$ cat src/hw/rtl/bpc_pkg.sv
// ----------------------------------------------------------------------------
// bpc_pkg
// Shared types and constants of the barometric compensation pipeline.
// ----------------------------------------------------------------------------
package bpc_pkg;

    localparam int DIV_BITS = 64;                   // quotient bits, one per divider stage
    localparam logic [32:0] FINE_OFFSET = 33'd128000;
    localparam logic [20:0] P_BASE      = 21'd1048576;
    localparam logic [63:0] P_SCALE     = 64'd3125;
    localparam logic [63:0] VAR1_BIAS   = 64'h0000_8000_0000_0000;  // 1 << 47

    typedef enum logic [1:0] {
        CFG_TEMP_COEFFS  = 2'd0,
        CFG_PRESS_LO     = 2'd1,
        CFG_PRESS_HI     = 2'd2,
        CFG_PRESS_NINE   = 2'd3
    } t_cfg_idx;

    typedef struct packed {
        logic        [15:0] t1;
        logic signed [15:0] t2;
        logic signed [15:0] t3;
        logic        [15:0] p1;
        logic signed [15:0] p2;
        logic signed [15:0] p3;
        logic signed [15:0] p4;
        logic signed [15:0] p5;
        logic signed [15:0] p6;
        logic signed [15:0] p7;
        logic signed [15:0] p8;
        logic signed [15:0] p9;
    } t_coef;

    // temperature results that ride along with the pressure math
    typedef struct packed {
        logic [31:0] tc;
        logic [31:0] tf;
    } t_side;

endpackage

$ cat src/hw/rtl/bpc_temp.sv
// ----------------------------------------------------------------------------
// bpc_temp
// Four-stage 32-bit temperature compensation: fine and centi-degree values.
// ----------------------------------------------------------------------------
module bpc_temp import bpc_pkg::*; (
    input  logic        i_clk,
    input  logic        i_rst_n,
    input  logic        i_en,
    input  logic        i_vld,
    input  logic [19:0] i_at,
    input  logic [19:0] i_ap,
    input  t_coef       i_coef,
    output logic        o_vld,
    output t_side       o_side,
    output logic [19:0] o_ap
);

    logic [3:0]  r_vld;
    logic [31:0] r1_x1, r1_dd, r2_v1, r2_m, r3_tf;
    logic [19:0] r1_ap, r2_ap, r3_ap, r4_ap;
    t_side       r4_side;

    logic [31:0] s1_a, s1_d, s1_x1, s1_dd;
    logic signed [31:0] s2_x1s, s2_v1, s2_dds, s2_dsh;
    logic [31:0] s2_m;
    logic signed [31:0] s3_ms, s3_v2, s3_tf;
    logic [31:0] s4_t5;
    logic signed [31:0] s4_t5s, s4_tc;

    function automatic logic signed [31:0] s2_v1_reg_sum(logic [31:0] a, logic [31:0] b);
        return a + b;
    endfunction

    // stage 1: raw products
    assign s1_a  = {15'd0, i_at[19:3]} - {15'd0, i_coef.t1, 1'b0};
    assign s1_x1 = s1_a * {{16{i_coef.t2[15]}}, i_coef.t2};
    assign s1_d  = {16'd0, i_at[19:4]} - {16'd0, i_coef.t1};
    assign s1_dd = s1_d * s1_d;

    // stage 2: var1 and scaled square times T3
    assign s2_x1s = r1_x1;
    assign s2_v1  = s2_x1s >>> 11;
    assign s2_dds = r1_dd;
    assign s2_dsh = s2_dds >>> 12;
    assign s2_m   = s2_dsh * {{16{i_coef.t3[15]}}, i_coef.t3};

    // stage 3: fine temperature
    assign s3_ms = r2_m;
    assign s3_v2 = s3_ms >>> 14;
    assign s3_tf = s2_v1_reg_sum(r2_v1, s3_v2);

    // stage 4: centi-degrees
    assign s4_t5  = r3_tf * 32'd5 + 32'd128;
    assign s4_t5s = s4_t5;
    assign s4_tc  = s4_t5s >>> 8;

    always_ff @(posedge i_clk) begin
        if (!i_rst_n) begin
            r_vld <= '0;
        end else if (i_en) begin
            r_vld <= {r_vld[2:0], i_vld};
        end
    end

    always_ff @(posedge i_clk) begin
        if (i_en) begin
            r1_x1      <= s1_x1;
            r1_dd      <= s1_dd;
            r1_ap      <= i_ap;
            r2_v1      <= s2_v1;
            r2_m       <= s2_m;
            r2_ap      <= r1_ap;
            r3_tf      <= s3_tf;
            r3_ap      <= r2_ap;
            r4_side.tc <= s4_tc;
            r4_side.tf <= r3_tf;
            r4_ap      <= r3_ap;
        end
    end

    assign o_vld  = r_vld[3];
    assign o_side = r4_side;
    assign o_ap   = r4_ap;

endmodule

$ cat config.mk
export PLATFORM = sky130hd
export DESIGN_NAME = bpc_temp
export DESIGN_NICKNAME = d
export VERILOG_FILES = /design/src/hw/rtl/bpc_pkg.sv /design/src/hw/rtl/bpc_temp.sv
export SDC_FILE = /design/constraint.sdc
export NUM_CORES = 2
export LEC_CHECK = 0
export BUFFER_PORTS_ARGS = -buffer_cell sky130_fd_sc_hd__buf_2
export CAP_MARGIN = 0
export CORE_UTILIZATION = 55
export DETAILED_ROUTE_END_ITERATION = 6
export PLACE_DENSITY = 0.74
export SYNTH_ARGS = -nofsm -noshare
export SYNTH_HDL_FRONTEND = slang
export SYNTH_SLANG_ARGS = --single-unit
$ cat constraint.sdc
create_clock -name i_clk -period 14.85 [get_ports i_clk]
set_input_delay 2.2275 -clock i_clk [delete_from_list [all_inputs] [get_ports i_clk]]
set_output_delay 2.2275 -clock i_clk [all_outputs]
set_load 0.005 [all_outputs]
---- Word level (Yosys, flattened, before mapping) ----
Cells that the tools add are included.
operators by class
  add/subtract/negate cells ............... 4
  multiply operators ...................... 4
operators with widths
  cell                                                number
  adder 32 x 8 -> 32 bit, second input constant       1
  multiplier 17 x 17 -> 32 bit                        1
  multiplier 18 x 16 -> 32 bit                        1
  multiplier 20 x 16 -> 32 bit                        1
  multiplier 32 x 3 -> 32 bit, second input constant  1
  adder 21 x 18 -> 22 bit                             1
  subtractor 17 x 17 -> 18 bit                        1
  subtractor 16 x 16 -> 17 bit                        1
word-level totals
  input bits .............................. 236
  logic and storage cells ................. 20
  register bits after elaboration ......... 289

---- Logic depth before layout (Yosys ltp) ----
  word-level depth ........................ 2
  gate-level depth with buffers ........... 37
  mapped depth without buffers ............ 35

---- Worst setup path before layout ----
OpenSTA, ideal clock, no wires.
  kind .................................... input-to-reg
  start point ............................. input i_at[4]
  end point ............................... register r1_x1[30] (data pin)
  stages on the path ...................... 33
  arrival ................................. 10.062 ns
  library setup time ...................... 0.266 ns
  path slack .............................. 4.522 ns
  path through ............................ inv_1 ha_1 inv_1 fa_1 a211oi_2 o21ai_1 a311o_1 a2111o_1 a31o_2 xnor2_2 inv_1 buf_2 and2_1 fa_1 inv_1 fa_1 inv_1 fa_1 fa_1 fa_1 inv_1 fa_1 inv_1 ha_1 a21o_1 a21o_1 a21oi_1 nand2_1 o311a_1 a41o_1 a41oi_1 a21boi_0 xor2_1
between the ends
  word-level cells in the longest chain between the ends .. 2
ends and longest elaborated chain
  what                          RTL line        RTL
  start: declaration            bpc_temp.sv:10  input logic [19:0] i_at,
  subtractor 17 x 17 -> 18 bit  bpc_temp.sv:35  assign s1_a = {15'd0, i_at[19:3]} - {15'd0, i_coef.t1, 1'b0};
  multiplier 18 x 16 -> 32 bit  bpc_temp.sv:36  assign s1_x1 = s1_a * {{16{i_coef.t2[15]}}, i_coef.t2};
  net s1_x1[30]                 bpc_temp.sv:23  logic [31:0] s1_a, s1_d, s1_x1, s1_dd;
  end signal: assignment        bpc_temp.sv:67  r1_x1 <= s1_x1;
  end: declaration              bpc_temp.sv:19  logic [31:0] r1_x1, r1_dd, r2_v1, r2_m, r3_tf;
The timed path passes the listed nets, and every way through them passes these cells.
A chain may end at the register's enable or synchronous reset.

---- Worst setup path in the final report ----
  start point ............................. input i_coef[177] (netlist name)
  end point ............................... register r1_dd[30] (data pin)
between the ends
  word-level cells in the longest chain between the ends .. 2
ends and longest elaborated chain
  what                          RTL line        RTL
  start: declaration            bpc_temp.sv:12  input t_coef i_coef,
  subtractor 16 x 16 -> 17 bit  bpc_temp.sv:37  assign s1_d = {16'd0, i_at[19:4]} - {16'd0, i_coef.t1};
  multiplier 17 x 17 -> 32 bit  bpc_temp.sv:38  assign s1_dd = s1_d * s1_d;
  net s1_dd[30]                 bpc_temp.sv:23
  end signal: assignment        bpc_temp.sv:68  r1_dd <= s1_dd;
  end: declaration              bpc_temp.sv:19
The timed path passes the listed nets, and every way through them passes these cells.

==> impl_results.html <==
<table>
<tr><th>Metric</th><th>Value</th></tr>
<tr><th colspan="2">Logic synthesis</th></tr>
<tr><td>Number of flops mapped to enable cells by yosys</td><td>228</td></tr>
<tr><td>Average footprint of a synthesized cell</td><td>10.15 µm²</td></tr>
<tr><td>Ranking of synthesized cells by area</td><td>fa_1 (42%), edfxtp_1 (17%), ha_1 (11%), inv_1 (9.6%), nand2_1 (4.5%)</td></tr>
<tr><td>Proportion of synthesized chip area in sequential cells</td><td>0.1766</td></tr>
<tr><td>Post-synthesis async set-or-reset flop share</td><td>0</td></tr>
<tr><td>Most area-hungry cell type in the Yosys netlist</td><td>fa_1</td></tr>
<tr><td>Most used flip-flop cell after synthesis</td><td>edfxtp_1</td></tr>
<tr><td>Synth Net Count</td><td>5252</td></tr>
<tr><td>Post-synth design cell area</td><td>39230 µm²</td></tr>
<tr><td>Number of storage elements in the synthesis netlist</td><td>232</td></tr>
<tr><td>Warnings, synthesis</td><td>0</td></tr>
<tr><td>Share of the synthesized area in the top cell type</td><td>0.4174</td></tr>
<tr><td>Number of distinct standard cells referenced by the synthesized netlist</td><td>66</td></tr>
<tr><td>Gate Count Post-Synth</td><td>3866</td></tr>
<tr><td>Top cells by count, synth</td><td>inv_1 (1002), fa_1 (818), nand2_1 (473)</td></tr>
<tr><td>Most frequent cell after synthesis</td><td>inv_1</td></tr>
<tr><th colspan="2">Global route</th></tr>
<tr><td>Antenna violations before repair</td><td>6</td></tr>
<tr><td>GR Overflow Total</td><td>0</td></tr>
<tr><td>Combined global-route utilization of all metal layers</td><td>0.2482</td></tr>
<tr><td>First-pass GRT wire length</td><td>139.9 mm</td></tr>
<tr><td>Maximum number of pins on one net before global-route repair</td><td>91</td></tr>
<tr><td>Via count of the first global-routing pass</td><td>27730</td></tr>
<tr><th colspan="2">Drt</th></tr>
<tr><td>Routed via count</td><td>25630</td></tr>
<tr><td>Routed wire length</td><td>83.98 mm</td></tr>
<tr><td>Post-detailed-route via-to-cell ratio</td><td>5.224</td></tr>
<tr><td>Number of DRC markers after the initial detailed-route iteration</td><td>1557</td></tr>
<tr><td>Number of nets with antenna violations after routing</td><td>0</td></tr>
<tr><td>Pre-antenna DRT Iters</td><td>5</td></tr>
<tr><td>DR DRC count</td><td>0</td></tr>
<tr><td>WL per Instance</td><td>17.11 µm</td></tr>
<tr><th colspan="2">STA</th></tr>
<tr><td>TNS Setup</td><td>0 ns</td></tr>
<tr><td>Maximum achievable frequency</td><td>88.46 MHz</td></tr>
<tr><td>Slew at the pin with the worst max-slew slack</td><td>1.137 ns</td></tr>
<tr><td>Remaining max-slew budget at the tightest pin</td><td>0.2384</td></tr>
<tr><td>Final Max Tran Viols</td><td>0</td></tr>
<tr><td>Skew final</td><td>0.03112 ns</td></tr>
<tr><td>Minimum clock period</td><td>11.30 ns</td></tr>
<tr><td>Unrepaired setup endpoints after global routing</td><td>no</td></tr>
<tr><td>Final number of setup-violating endpoints</td><td>0</td></tr>
<tr><td>Final Hold Slack</td><td>0.3941 ns</td></tr>
<tr><td>Number of endpoints with negative hold slack in the final report</td><td>0</td></tr>
<tr><td>Final period utilization</td><td>0.7613</td></tr>
<tr><th colspan="2">Floorplanning</th></tr>
<tr><td>Starting Density</td><td>0.5583</td></tr>
<tr><td>Die Wd</td><td>269.1 µm</td></tr>
<tr><td>Core area</td><td>70270 µm²</td></tr>
<tr><td>Die footprint</td><td>72400 µm²</td></tr>
<tr><td>Top-level port count</td><td>321</td></tr>
<tr><td>Site Rows</td><td>97</td></tr>
<tr><td>Die boundary height</td><td>269.1 µm</td></tr>
<tr><th colspan="2">Worst setup path</th></tr>
<tr><td>Number of buffer and inverter stages on the critical path</td><td>9</td></tr>
<tr><td>Critical Path RT</td><td>15.14 ns</td></tr>
<tr><td>Largest fanout on the critical path</td><td>22</td></tr>
<tr><td>Critical path arrival</td><td>11.59 ns</td></tr>
<tr><td>Cell type with the highest occurrence count on the critical path</td><td>inv_1</td></tr>
<tr><td>Sort of element at the end of the critical path</td><td>flip-flop</td></tr>
<tr><td>Largest stage delay on the critical path</td><td>0.68 ns</td></tr>
<tr><td>Startpoint type of the worst setup path</td><td>primary input</td></tr>
<tr><td>Crit Path Class</td><td>primary input to flip-flop</td></tr>
<tr><td>CP max stage cell</td><td>xnor2_1</td></tr>
<tr><td>Gate family responsible for the most delay along the worst path</td><td>adder cells</td></tr>
<tr><th colspan="2">Final layout</th></tr>
<tr><td>Share of post-route cells with drive strength above 1</td><td>0.06510</td></tr>
<tr><td>Number of fillers in the final layout</td><td>5867</td></tr>
<tr><td>Total non-filler cell area in the finished layout</td><td>41720 µm²</td></tr>
<tr><td>Final net count</td><td>5334</td></tr>
<tr><td>Area delta synth-&gt;final</td><td>6.343%</td></tr>
<tr><th colspan="2">Clock tree</th></tr>
<tr><td># clock sinks</td><td>232</td></tr>
<tr><td>Cell at the root of the clock tree</td><td>clkbuf_16</td></tr>
<tr><td>Clock input transition at the sequential cells of the worst setup and hold paths</td><td>0.06 ns</td></tr>
<tr><td>Max H-tree Level</td><td>1</td></tr>
<tr><td>Setup fix buffers added after clock tree synthesis</td><td>0</td></tr>
<tr><td>Max Root-Sink Buffers</td><td>3</td></tr>
<tr><td>Clock buffers created by TritonCTS</td><td>26</td></tr>
<tr><td>CTS tree</td><td>yes</td></tr>
<tr><td>Resize count post-CTS</td><td>0</td></tr>
<tr><td>Total of hold buffers inserted after clock tree synthesis</td><td>0</td></tr>
<tr><td>Clk Latency, worst-skew pair</td><td>0.54 ns</td></tr>
<tr><th colspan="2">Placement</th></tr>
<tr><td>Placed Area</td><td>40920 µm²</td></tr>
<tr><td>Gp weighted congestion</td><td>0.8618</td></tr>
<tr><td>HPWL after detailed placement</td><td>65.37 mm</td></tr>
<tr><td>Port buffer count</td><td>173</td></tr>
<tr><th colspan="2">Job</th></tr>
<tr><td>Max_cap viols</td><td>0</td></tr>
<tr><th colspan="2">Run status</th></tr>
<tr><td>Run status</td><td>completed</td></tr>
<tr><th colspan="2">Min path</th></tr>
<tr><td>Hold Path Class</td><td>flip-flop to flip-flop</td></tr>
</table>
cell families (layout without fill, tap and decap cells):
logic type | count (synthesis) | count (layout) | synth area share
buf+inv | 1148 | 1245 | 0.1117
simple gates | 957 | 957 | 0.1158
mux | 5 | 5 | 0.001308
flops | 232 | 232 | 0.1766
fa+ha+maj | 1150 | 1150 | 0.5233
other cells | 0 | 4 | 0
compound gates | 224 | 224 | 0.03770
xor+xnor | 150 | 150 | 0.03368
placed cells by master, fill, tap and decap left out, types with 4 or more instances in the layout:
cell and count:
inv_1 1002, fa_1 817, nand2_1 473, ha_1 332, and2_1 245, edfxtp_1 228, buf_2 172, xnor2_1 109
nor2_1 100, a21oi_1 60, o21ai_0 39, nand2b_1 39, xor2_1 34, a21o_1 29, clkbuf_16 27, nor2b_1 26
buf_4 25, o21a_1 17, nand3_1 16, nor3_1 15, and3_1 11, o211ai_1 10, o21bai_1 9, a31oi_1 8
a211oi_1 8, and4_1 6, or3_1 6, or2_2 5, xnor2_2 5, clkinv_1 5, a21boi_0 5, diode_2 4
nand4_1 4, a31o_2 4, a311oi_1 4, mux2i_1 4, clkbuf_1 4, dfxtp_1 4
final timing paths:
| kind | endpoint | cells past startpoint | slack (ns) | start |
|---|---|---|---|---|
| setup / recovery | r1_dd[30] | 34 | 3.55 | i_coef[177] |
| setup reg to reg | r2_m[31] | 20 | 7.26 | r1_dd[19] |
| hold / removal | r2_v1[19] | 0 | 0.39 | r1_x1[30] |
| hold reg to reg | r2_v1[19] | 0 | 0.39 | r1_x1[30] |
metal layers:
layer  vias up  track usage  wire [µm]
li1      11660            -          -
met1     12850       0.3210      33330
met2       926       0.4271      40930
met3       185      0.04694       7051
met4         8      0.06834       2614
met5         -            0         46
state kept, by name, indices dropped and copies added (netlist names):
register / count
r2_v1: 21
r1_ap: 20
r1_dd: 20
o_side: 46
r1_x1: 21
r3_tf: 22
r2_ap: 20
r2_m: 18
r_vld: 4
o_ap: 20
r3_ap: 20
area by class of cell:
cell class                 count  area [µm²]  area share
multi-input combinational   2486       27980      0.6707
sequential                   232        6927      0.1660
inverter                    1004        3769     0.09033
tap                          940        1176     0.02819
timing repair buffer         198        1064     0.02549
clock buffer                  31       690.7     0.01655
clock inverter                12       103.9    0.002489
antenna                        4       10.01   0.0002399
per-stage QoR:
step                worst slack, ns  std cells    util
floorplan                     4.522       3866       -
global placement              3.224       4860  0.5823
detailed placement            3.123       4860  0.5823
CTS                           3.639       4903  0.5936
global route                  2.924       4905  0.5936
finish                        3.545       4907  0.5937
Power is left out: the tool's default activity adds up to more than one toggle a clock period on the data nets, which glitch-free logic cannot reach.
